<file path="src/hdl/srit_pkg.sv">
// Shared definitions for the segment/window hit test pipeline.
// Holds the default coordinate width, register index codes and the flag struct.
// Has no dependencies; every other file in this folder imports it.
package srit_pkg;

  // Default coordinate width (Q12.4 signed).
  localparam int unsigned COORD_BITS_DEF = 16;

  // Width of the configuration register index.
  localparam int unsigned REG_IDX_BITS = 3;

  // Configuration register indexes.
  typedef enum logic [REG_IDX_BITS-1:0] {
    REG_WIN_LEFT   = 3'd0,
    REG_WIN_TOP    = 3'd1,
    REG_WIN_RIGHT  = 3'd2,
    REG_WIN_BOTTOM = 3'd3
  } srit_reg_e;

  // Comparison results that travel beside the arithmetic data.
  typedef struct packed {
    logic in_start;   // start point lies inside the window
    logic in_end;     // end point lies inside the window
    logic str_left;   // x range straddles the left edge
    logic str_right;  // x range straddles the right edge
    logic str_top;    // y range straddles the top edge
    logic str_bottom; // y range straddles the bottom edge
  } srit_flags_t;

endpackage

</file>
<file path="src/hdl/srit_diff.sv">
// First pipeline stage: direction vector, corner offsets and window compares.
// Depends on srit_pkg for the flag struct and the default width.
module srit_diff #(
  parameter int unsigned COORD_BITS = srit_pkg::COORD_BITS_DEF
) (
  input  logic                         clk_i,
  input  logic                         rst_ni,
  input  logic                         valid_i,
  output logic                         ready_o,
  input  logic signed [COORD_BITS-1:0] start_x_i,
  input  logic signed [COORD_BITS-1:0] start_y_i,
  input  logic signed [COORD_BITS-1:0] end_x_i,
  input  logic signed [COORD_BITS-1:0] end_y_i,
  input  logic signed [COORD_BITS-1:0] win_left_i,
  input  logic signed [COORD_BITS-1:0] win_top_i,
  input  logic signed [COORD_BITS-1:0] win_right_i,
  input  logic signed [COORD_BITS-1:0] win_bottom_i,
  output logic                         valid_o,
  input  logic                         ready_i,
  output logic signed [COORD_BITS:0]   dx_o,
  output logic signed [COORD_BITS:0]   dy_o,
  output logic signed [COORD_BITS:0]   ox_left_o,
  output logic signed [COORD_BITS:0]   ox_right_o,
  output logic signed [COORD_BITS:0]   oy_top_o,
  output logic signed [COORD_BITS:0]   oy_bottom_o,
  output srit_pkg::srit_flags_t        flags_o
);
  import srit_pkg::*;

  localparam int unsigned DW = COORD_BITS + 1;

  logic signed [DW-1:0] sx_w, sy_w, ex_w, ey_w;
  logic signed [DW-1:0] dx_d, dy_d, oxl_d, oxr_d, oyt_d, oyb_d;
  logic signed [DW-1:0] dx_q, dy_q, oxl_q, oxr_q, oyt_q, oyb_q;
  srit_flags_t          flags_d, flags_q;
  logic                 valid_q;

  // Differences are one bit wider than the coordinates, so they are exact.
  always_comb begin
    sx_w  = DW'(start_x_i);
    sy_w  = DW'(start_y_i);
    ex_w  = DW'(end_x_i);
    ey_w  = DW'(end_y_i);
    dx_d  = ex_w - sx_w;
    dy_d  = ey_w - sy_w;
    oxl_d = DW'(win_left_i) - sx_w;
    oxr_d = DW'(win_right_i) - sx_w;
    oyt_d = DW'(win_top_i) - sy_w;
    oyb_d = DW'(win_bottom_i) - sy_w;
  end

  // Half-open inside tests and edge straddle tests.
  always_comb begin
    flags_d.in_start   = (win_left_i <= start_x_i) && (start_x_i < win_right_i) &&
                         (win_top_i <= start_y_i) && (start_y_i < win_bottom_i);
    flags_d.in_end     = (win_left_i <= end_x_i) && (end_x_i < win_right_i) &&
                         (win_top_i <= end_y_i) && (end_y_i < win_bottom_i);
    flags_d.str_left   = (start_x_i < win_left_i) ^ (end_x_i < win_left_i);
    flags_d.str_right  = (start_x_i < win_right_i) ^ (end_x_i < win_right_i);
    flags_d.str_top    = (start_y_i < win_top_i) ^ (end_y_i < win_top_i);
    flags_d.str_bottom = (start_y_i < win_bottom_i) ^ (end_y_i < win_bottom_i);
  end

  // The stage takes a new transaction when it is empty or its content moves on.
  assign ready_o = !valid_q || ready_i;

  always_ff @(posedge clk_i or negedge rst_ni) begin
    if (!rst_ni) begin
      valid_q <= 1'b0;
    end else if (ready_o) begin
      valid_q <= valid_i;
    end
  end

  always_ff @(posedge clk_i) begin
    if (ready_o && valid_i) begin
      dx_q    <= dx_d;
      dy_q    <= dy_d;
      oxl_q   <= oxl_d;
      oxr_q   <= oxr_d;
      oyt_q   <= oyt_d;
      oyb_q   <= oyb_d;
      flags_q <= flags_d;
    end
  end

  assign valid_o     = valid_q;
  assign dx_o        = dx_q;
  assign dy_o        = dy_q;
  assign ox_left_o   = oxl_q;
  assign ox_right_o  = oxr_q;
  assign oy_top_o    = oyt_q;
  assign oy_bottom_o = oyb_q;
  assign flags_o     = flags_q;

endmodule

</file>
<file path="src/hdl/srit_cross.sv">
// Second pipeline stage: the four partial products of the corner cross products.
// Depends on srit_pkg for the flag struct and the default width.
module srit_cross #(
  parameter int unsigned COORD_BITS = srit_pkg::COORD_BITS_DEF
) (
  input  logic                             clk_i,
  input  logic                             rst_ni,
  input  logic                             valid_i,
  output logic                             ready_o,
  input  logic signed [COORD_BITS:0]       dx_i,
  input  logic signed [COORD_BITS:0]       dy_i,
  input  logic signed [COORD_BITS:0]       ox_left_i,
  input  logic signed [COORD_BITS:0]       ox_right_i,
  input  logic signed [COORD_BITS:0]       oy_top_i,
  input  logic signed [COORD_BITS:0]       oy_bottom_i,
  input  srit_pkg::srit_flags_t            flags_i,
  output logic                             valid_o,
  input  logic                             ready_i,
  output logic signed [2*COORD_BITS+1:0]   p_top_o,
  output logic signed [2*COORD_BITS+1:0]   p_bottom_o,
  output logic signed [2*COORD_BITS+1:0]   q_left_o,
  output logic signed [2*COORD_BITS+1:0]   q_right_o,
  output srit_pkg::srit_flags_t            flags_o
);
  import srit_pkg::*;

  localparam int unsigned PW = 2 * COORD_BITS + 2;

  logic signed [PW-1:0] pt_d, pb_d, ql_d, qr_d;
  logic signed [PW-1:0] pt_q, pb_q, ql_q, qr_q;
  srit_flags_t          flags_q;
  logic                 valid_q;

  // Cross product of corner c is dx*(cy-sy) - dy*(cx-sx); only four products differ.
  always_comb begin
    pt_d = PW'(dx_i) * PW'(oy_top_i);
    pb_d = PW'(dx_i) * PW'(oy_bottom_i);
    ql_d = PW'(dy_i) * PW'(ox_left_i);
    qr_d = PW'(dy_i) * PW'(ox_right_i);
  end

  assign ready_o = !valid_q || ready_i;

  always_ff @(posedge clk_i or negedge rst_ni) begin
    if (!rst_ni) begin
      valid_q <= 1'b0;
    end else if (ready_o) begin
      valid_q <= valid_i;
    end
  end

  always_ff @(posedge clk_i) begin
    if (ready_o && valid_i) begin
      pt_q    <= pt_d;
      pb_q    <= pb_d;
      ql_q    <= ql_d;
      qr_q    <= qr_d;
      flags_q <= flags_i;
    end
  end

  assign valid_o    = valid_q;
  assign p_top_o    = pt_q;
  assign p_bottom_o = pb_q;
  assign q_left_o   = ql_q;
  assign q_right_o  = qr_q;
  assign flags_o    = flags_q;

endmodule

</file>
<file path="src/hdl/srit_decide.sv">
// Third pipeline stage: corner side signs, hit combination and the output register.
// Depends on srit_pkg for the flag struct and the default width.
module srit_decide #(
  parameter int unsigned COORD_BITS = srit_pkg::COORD_BITS_DEF
) (
  input  logic                           clk_i,
  input  logic                           rst_ni,
  input  logic                           valid_i,
  output logic                           ready_o,
  input  logic signed [2*COORD_BITS+1:0] p_top_i,
  input  logic signed [2*COORD_BITS+1:0] p_bottom_i,
  input  logic signed [2*COORD_BITS+1:0] q_left_i,
  input  logic signed [2*COORD_BITS+1:0] q_right_i,
  input  srit_pkg::srit_flags_t          flags_i,
  output logic                           valid_o,
  input  logic                           ready_i,
  output logic                           hit_o
);
  import srit_pkg::*;

  logic lt, lb, rt, rb;
  logic hit_d, hit_q;
  logic valid_q;

  // A corner is on the negative side when its cross product is below zero.
  always_comb begin
    lt = p_top_i < q_left_i;
    lb = p_bottom_i < q_left_i;
    rt = p_top_i < q_right_i;
    rb = p_bottom_i < q_right_i;
    hit_d = flags_i.in_start || flags_i.in_end ||
            (flags_i.str_left && (lt ^ lb)) ||
            (flags_i.str_right && (rt ^ rb)) ||
            (flags_i.str_top && (lt ^ rt)) ||
            (flags_i.str_bottom && (lb ^ rb));
  end

  assign ready_o = !valid_q || ready_i;

  always_ff @(posedge clk_i or negedge rst_ni) begin
    if (!rst_ni) begin
      valid_q <= 1'b0;
    end else if (ready_o) begin
      valid_q <= valid_i;
    end
  end

  always_ff @(posedge clk_i) begin
    if (ready_o && valid_i) begin
      hit_q <= hit_d;
    end
  end

  assign valid_o = valid_q;
  assign hit_o   = hit_q;

`ifndef ASSERT_OFF
  // An endpoint inside the window always produces a hit.
  a_inside_hits: assert property (@(posedge clk_i) disable iff (!rst_ni)
    valid_i && ready_o && (flags_i.in_start || flags_i.in_end) |=> hit_o)
    else $error("endpoint inside window did not give a hit");

  // Without an inside endpoint or any straddle there can be no hit.
  a_no_cause_no_hit: assert property (@(posedge clk_i) disable iff (!rst_ni)
    valid_i && ready_o && !flags_i.in_start && !flags_i.in_end &&
    !flags_i.str_left && !flags_i.str_right && !flags_i.str_top &&
    !flags_i.str_bottom |=> !hit_o)
    else $error("hit reported without inside point or straddle");
`endif

endmodule

</file>
<file path="src/hdl/segment_rect_intersect_test_unit.sv">
// Top level of the segment/window hit test: window registers and three-stage pipeline.
// Depends on srit_pkg, srit_diff, srit_cross and srit_decide.
//
//   channel  | direction | handshake                   | payload
//   ---------+-----------+-----------------------------+-------------------------------
//   input    | in        | in_valid_i / in_stall_o     | start_x_i start_y_i end_x_i end_y_i
//   output   | out       | out_valid_o / out_stall_i   | hit_o
//   config   | in        | cfg_we_i                    | cfg_idx_i cfg_data_i
//
// One transaction is taken per cycle while in_stall_o is low; its result passes the difference
// stage, the multiplier stage and the compare stage with its output register, in that order.
// Throughput is one item per cycle while the output does not stall: items share no state.
// Reset clears the pipeline valid bits and sets all window edges to zero.
// A stall at the output fills empty stages first; in_stall_o rises only when all
// three stages hold a transaction and the output is stalled.
module segment_rect_intersect_test_unit #(
  parameter int unsigned COORD_BITS = srit_pkg::COORD_BITS_DEF
) (
  input  logic                                clk_i,
  input  logic                                rst_ni,
  input  logic                                in_valid_i,
  output logic                                in_stall_o,
  input  logic signed [COORD_BITS-1:0]        start_x_i,
  input  logic signed [COORD_BITS-1:0]        start_y_i,
  input  logic signed [COORD_BITS-1:0]        end_x_i,
  input  logic signed [COORD_BITS-1:0]        end_y_i,
  output logic                                out_valid_o,
  input  logic                                out_stall_i,
  output logic                                hit_o,
  input  logic                                cfg_we_i,
  input  logic [srit_pkg::REG_IDX_BITS-1:0]   cfg_idx_i,
  input  logic [COORD_BITS-1:0]               cfg_data_i
);
  import srit_pkg::*;

  localparam int unsigned DW = COORD_BITS + 1;
  localparam int unsigned PW = 2 * COORD_BITS + 2;

  logic signed [COORD_BITS-1:0] win_left_q, win_top_q, win_right_q, win_bottom_q;

  logic                 s1_ready, s1_valid;
  logic                 s2_ready, s2_valid;
  logic                 s3_ready;
  logic signed [DW-1:0] s1_dx, s1_dy, s1_oxl, s1_oxr, s1_oyt, s1_oyb;
  srit_flags_t          s1_flags, s2_flags;
  logic signed [PW-1:0] s2_pt, s2_pb, s2_ql, s2_qr;

  // Window registers; writes to indexes beyond the list are dropped.
  always_ff @(posedge clk_i or negedge rst_ni) begin
    if (!rst_ni) begin
      win_left_q   <= '0;
      win_top_q    <= '0;
      win_right_q  <= '0;
      win_bottom_q <= '0;
    end else if (cfg_we_i) begin
      case (srit_reg_e'(cfg_idx_i))
        REG_WIN_LEFT:   win_left_q   <= cfg_data_i;
        REG_WIN_TOP:    win_top_q    <= cfg_data_i;
        REG_WIN_RIGHT:  win_right_q  <= cfg_data_i;
        REG_WIN_BOTTOM: win_bottom_q <= cfg_data_i;
        default: ;
      endcase
    end
  end

  // Difference and compare stage.
  srit_diff #(.COORD_BITS(COORD_BITS)) u_diff (
    .clk_i        (clk_i),
    .rst_ni       (rst_ni),
    .valid_i      (in_valid_i),
    .ready_o      (s1_ready),
    .start_x_i    (start_x_i),
    .start_y_i    (start_y_i),
    .end_x_i      (end_x_i),
    .end_y_i      (end_y_i),
    .win_left_i   (win_left_q),
    .win_top_i    (win_top_q),
    .win_right_i  (win_right_q),
    .win_bottom_i (win_bottom_q),
    .valid_o      (s1_valid),
    .ready_i      (s2_ready),
    .dx_o         (s1_dx),
    .dy_o         (s1_dy),
    .ox_left_o    (s1_oxl),
    .ox_right_o   (s1_oxr),
    .oy_top_o     (s1_oyt),
    .oy_bottom_o  (s1_oyb),
    .flags_o      (s1_flags)
  );

  // Multiplier stage.
  srit_cross #(.COORD_BITS(COORD_BITS)) u_cross (
    .clk_i       (clk_i),
    .rst_ni      (rst_ni),
    .valid_i     (s1_valid),
    .ready_o     (s2_ready),
    .dx_i        (s1_dx),
    .dy_i        (s1_dy),
    .ox_left_i   (s1_oxl),
    .ox_right_i  (s1_oxr),
    .oy_top_i    (s1_oyt),
    .oy_bottom_i (s1_oyb),
    .flags_i     (s1_flags),
    .valid_o     (s2_valid),
    .ready_i     (s3_ready),
    .p_top_o     (s2_pt),
    .p_bottom_o  (s2_pb),
    .q_left_o    (s2_ql),
    .q_right_o   (s2_qr),
    .flags_o     (s2_flags)
  );

  // Sign compare stage with the output register.
  srit_decide #(.COORD_BITS(COORD_BITS)) u_decide (
    .clk_i      (clk_i),
    .rst_ni     (rst_ni),
    .valid_i    (s2_valid),
    .ready_o    (s3_ready),
    .p_top_i    (s2_pt),
    .p_bottom_i (s2_pb),
    .q_left_i   (s2_ql),
    .q_right_i  (s2_qr),
    .flags_i    (s2_flags),
    .valid_o    (out_valid_o),
    .ready_i    (!out_stall_i),
    .hit_o      (hit_o)
  );

  assign in_stall_o = !s1_ready;

`ifndef ASSERT_OFF
  // The input side stalls only when every stage holds a transaction.
  a_stall_full: assert property (@(posedge clk_i) disable iff (!rst_ni)
    in_stall_o |-> (s1_valid && s2_valid && out_valid_o && out_stall_i))
    else $error("input stalled while the pipeline has room");

  // A full pipeline with a free output never stalls the input.
  a_flow: assert property (@(posedge clk_i) disable iff (!rst_ni)
    !out_stall_i |-> !in_stall_o)
    else $error("input stalled although the output moves");
`endif

endmodule
</file>
<file path="config.mk">
export PLATFORM = sky130hd
export DESIGN_NAME = segment_rect_intersect_test_unit
export DESIGN_NICKNAME = d
export VERILOG_FILES = /design/src/hdl/srit_pkg.sv /design/src/hdl/srit_diff.sv /design/src/hdl/srit_cross.sv /design/src/hdl/srit_decide.sv /design/src/hdl/segment_rect_intersect_test_unit.sv
export SDC_FILE = /design/constraint.sdc
export NUM_CORES = 2
export LEC_CHECK = 0
export BUFFER_PORTS_ARGS = -buffer_cell sky130_fd_sc_hd__buf_2
export CAP_MARGIN = 30
export CORE_ASPECT_RATIO = 1.4
export CORE_UTILIZATION = 26
export DETAILED_ROUTE_END_ITERATION = 7
export SLEW_MARGIN = 10
export SYNTH_ARGS = -nofsm -noshare
export SYNTH_HDL_FRONTEND = slang
export SYNTH_SLANG_ARGS = --single-unit
</file>
<file path="constraint.sdc">
create_clock -name clk_i -period 10.9 [get_ports clk_i]
set_input_delay 0.545 -clock clk_i [delete_from_list [all_inputs] [get_ports clk_i]]
set_output_delay 0.545 -clock clk_i [all_outputs]
set_load 0.005 [all_outputs]
</file>
==> impl_results.md <==
* Run status: complete, no violations
* Dominant synthesized flop cell: edfxtp_1
* Largest cells by area after synthesis: fa_1 (38%), ha_1 (13%), edfxtp_1 (12%), inv_1 (8.8%), and2_1 (6.0%)
* Multi-input logic area at 0.0470 mm^2
* CTS H-Tree Depth at 2
* Initial core utilization at 0.262
* Die Wd at 416 um
* Slew @ Worst Pin at 1250 ps
* Fraction of layout cells with a size suffix above 1 at 0.0429
* Drt pass-1 iters at 5
* EDFF count, synth at 251
* Commonest non-fill, non-tap cell in the layout: inv_1
* Final Hold Fails at 0
* Worst reg2reg path endpoint: u_cross.p_bottom_o[33]
* Synth warn at 0
* Clk slew on worst S/H paths at around 60 ps
* Critical path capture point type: flip-flop
* CTS Root Cell: clkbuf_16
* Initial DRC Count at 2,140
* Vias at 44,262
* Hold Path Cell Cnt at 2
* Gr usage total at 0.147
* R2R depth at 22
* Io pins at a little over 90
* Die area at between 0.2 and 0.25 mm^2
* Mapped Cells at ~6,400
* Critical Path End: u_cross.p_bottom_o[33]
* # port buffers at 90
* Layout area overhead at 8.87%
* Critical Path Fanout Max at 29
* Largest net degree at the start of global routing at 68
* Drt drc at 0
* Seq/Total Area, Yosys at 0.148
* CTS tree: done
* Cell count after placement at 9,475
* DIE HEIGHT at 582 um
* Row count at ~210
* Setup crit start kind: flip-flop
* Slew Limit Headroom at 0.161
* Layout Nets at 8,332
* Wire per inst at 18.3 um
* Non-filler instance count after layout at 9,566
* # Post-CTS Setup Buffers at 0
* Fin Clk Skew at around 48 ps
* #FFs+latches synth at 318
* Worst endpoint required time at 11,280 ps
* R2R setup slack at 3580 ps
* Post-synthesis xor/xnor area fraction at 0.0296
* Critical path type: reg -> reg
* Wirelength, routed at 175 mm
* Synthesized area per cell at 9.71 um^2
* Vias in the first global route at 49,010
* Max cap viols at 0
* Tcrit/Tclk final at 0.671
* Worst-Skew Late Latency at 670 ps
* Netlist cell types at 77
* Launch point of the worst path: u_diff.dx_o[12]
* Commonest non-fill, non-tap cells in the layout: inv_1 (1,464), fa_1 (1,190), ha_1 (634), nand2_1 (624), and2_1 (592)
* Total CTS buffers at 44
* RR Startpoint: u_diff.dx_o[12]
* Max Clock Freq at 137 MHz
* HPWL Detailed at 146 mm
* Syn_nets at approximately 8,300
* Placer Congestion at 0.939
* Yosys top cell area share at 0.382
* Largest family of logic cells by synthesized area: adder cells
* Storage element area at 0.00921 mm^2
* Async set or reset register ratio after synthesis at 0.211
* Final Slew Violations at 0
* Grt ovf at 0
* Top cell type by total area after synthesis: fa_1
* Antenna violations before repair at 10
* Clk buf depth at 3
* Post-DR vias/cell at 4.63
* Fillers at 24,834
* Hold crit path type: in -> reg
* Synth Area in Compound Gates at 0.0681
* Post-synthesis mux area share at 0.00812
* Post-Synth Adder-Cell Area at 0.509
* Final setup fails at 0
* CP Data Arrival Time at 7700 ps
* Cell Area, Synth at about 0.062 mm^2
* Total negative slack at 0 ps
* Area share of and/or/nand/nor cells after synthesis at 0.138
* Core ar. at about 0.24 mm^2
* Sink Count at 318
* Unrepaired setup endpoints after global routing: no
* Post-route ant nets at 0
* Global-route wire length before repair at 276 mm
* Final critical-path required period at 7320 ps
stage by stage:
step	worst slack [ps]	hold WS [ps]	cell area (um^2)	util
final	3580	101	68000	0.285
after global routing	3170	80.6	68000	0.285
after CTS	3590	58.0	67900	0.285
after detailed placement	3600	406	66400	0.279
after global placement	3680	404	66400	0.278
after floorplan	4320	249	62400	-
critical path, stage by stage, from the launching register on:
cell      delay [ps]
edfxtp_1         430
buf_4            420
nand2_1          150
fa_1             530
fa_1             520
fa_1             510
inv_1             60
fa_1             480
fa_1             500
inv_1             60
fa_1             480
inv_1             50
ha_1             360
a211oi_1         370
or3b_1           390
a31oi_1          450
o221ai_1         340
nand2_1          160
o211ai_1         160
nor3_1           220
o21bai_1         110
a21oi_1          180
xnor2_1           80
area by class of cell:
type / instances / share of cell area
antenna: 8 / 0.000295
clock buffer: 53 / 0.0168
clock inverter: 28 / 0.00492
inverter: 1464 / 0.0809
multi-input combinational: 4453 / 0.692
sequential: 318 / 0.136
tap: 3103 / 0.0571
timing repair buffer: 139 / 0.0124
what timing repair did:
item,in CTS,in global routing
resized for setup,0,0
endpoints found under the hold margin,0,10
hold buffers,0,1
how the worst min path moves through the flow:
| stage | endpoint | start | slack, ps |
|---|---|---|---|
| 2_1_floorplan | u_cross.valid_o | rst_ni | 250 |
| 3_3_place_gp | u_cross.flags_o[0] | u_diff.flags_o[0] | 400 |
| 3_5_place_dp | u_cross.flags_o[5] | u_diff.flags_o[5] | 410 |
| 4_1_cts | u_diff.valid_o | in_valid_i | 60 |
| 5_1_grt | u_diff.valid_o | in_valid_i | 80 |
| 6_report | u_diff.valid_o | in_valid_i | 100 |
logic make-up after synthesis:
logic type	count (synthesis)
simple gates	1715
mux	45
buf+inv	1659
compound gates	658
xor+xnor	211
fa+ha+maj	1824
flops	318
state kept, by name, indices dropped and copies added, names as in the netlist, 6 cells and up:
signal and flops:
win_left_q 16, u_cross.q_right_o 34, u_diff.flags_o 6, u_diff.dx_o 17, u_cross.p_top_o 34, u_cross.p_bottom_o 34
u_diff.ox_right_o 17, win_bottom_q 16, win_right_q 16, u_cross.flags_o 6, u_diff.dy_o 17, win_top_q 16
u_diff.oy_top_o 17, u_diff.ox_left_o 17, u_diff.oy_bottom_o 17, u_cross.q_left_o 34
cell usage after synthesis, drive strengths merged, types with 50 or more instances:
master,n
inv,1464
fa,1190
ha,634
nand2,624
and2,594
edfxtp,251
nor2,199
clkbuf,192
a21oi,165
o21ai,162
xnor2,161
a21o,97
dfrtp,67
nand2b,56
xor2,50
routing by layer:
layer	wire (um)	track usage	up-vias
li1	-	-	19855
met1	65500	0.160	22969
met2	93000	0.277	1073
met3	6870	0.0162	365
met4	9780	0.0776	0
met5	0	0	-
Power is not shown: default switching activity piles up to over one toggle a cycle in this logic, so the estimate is an artifact.
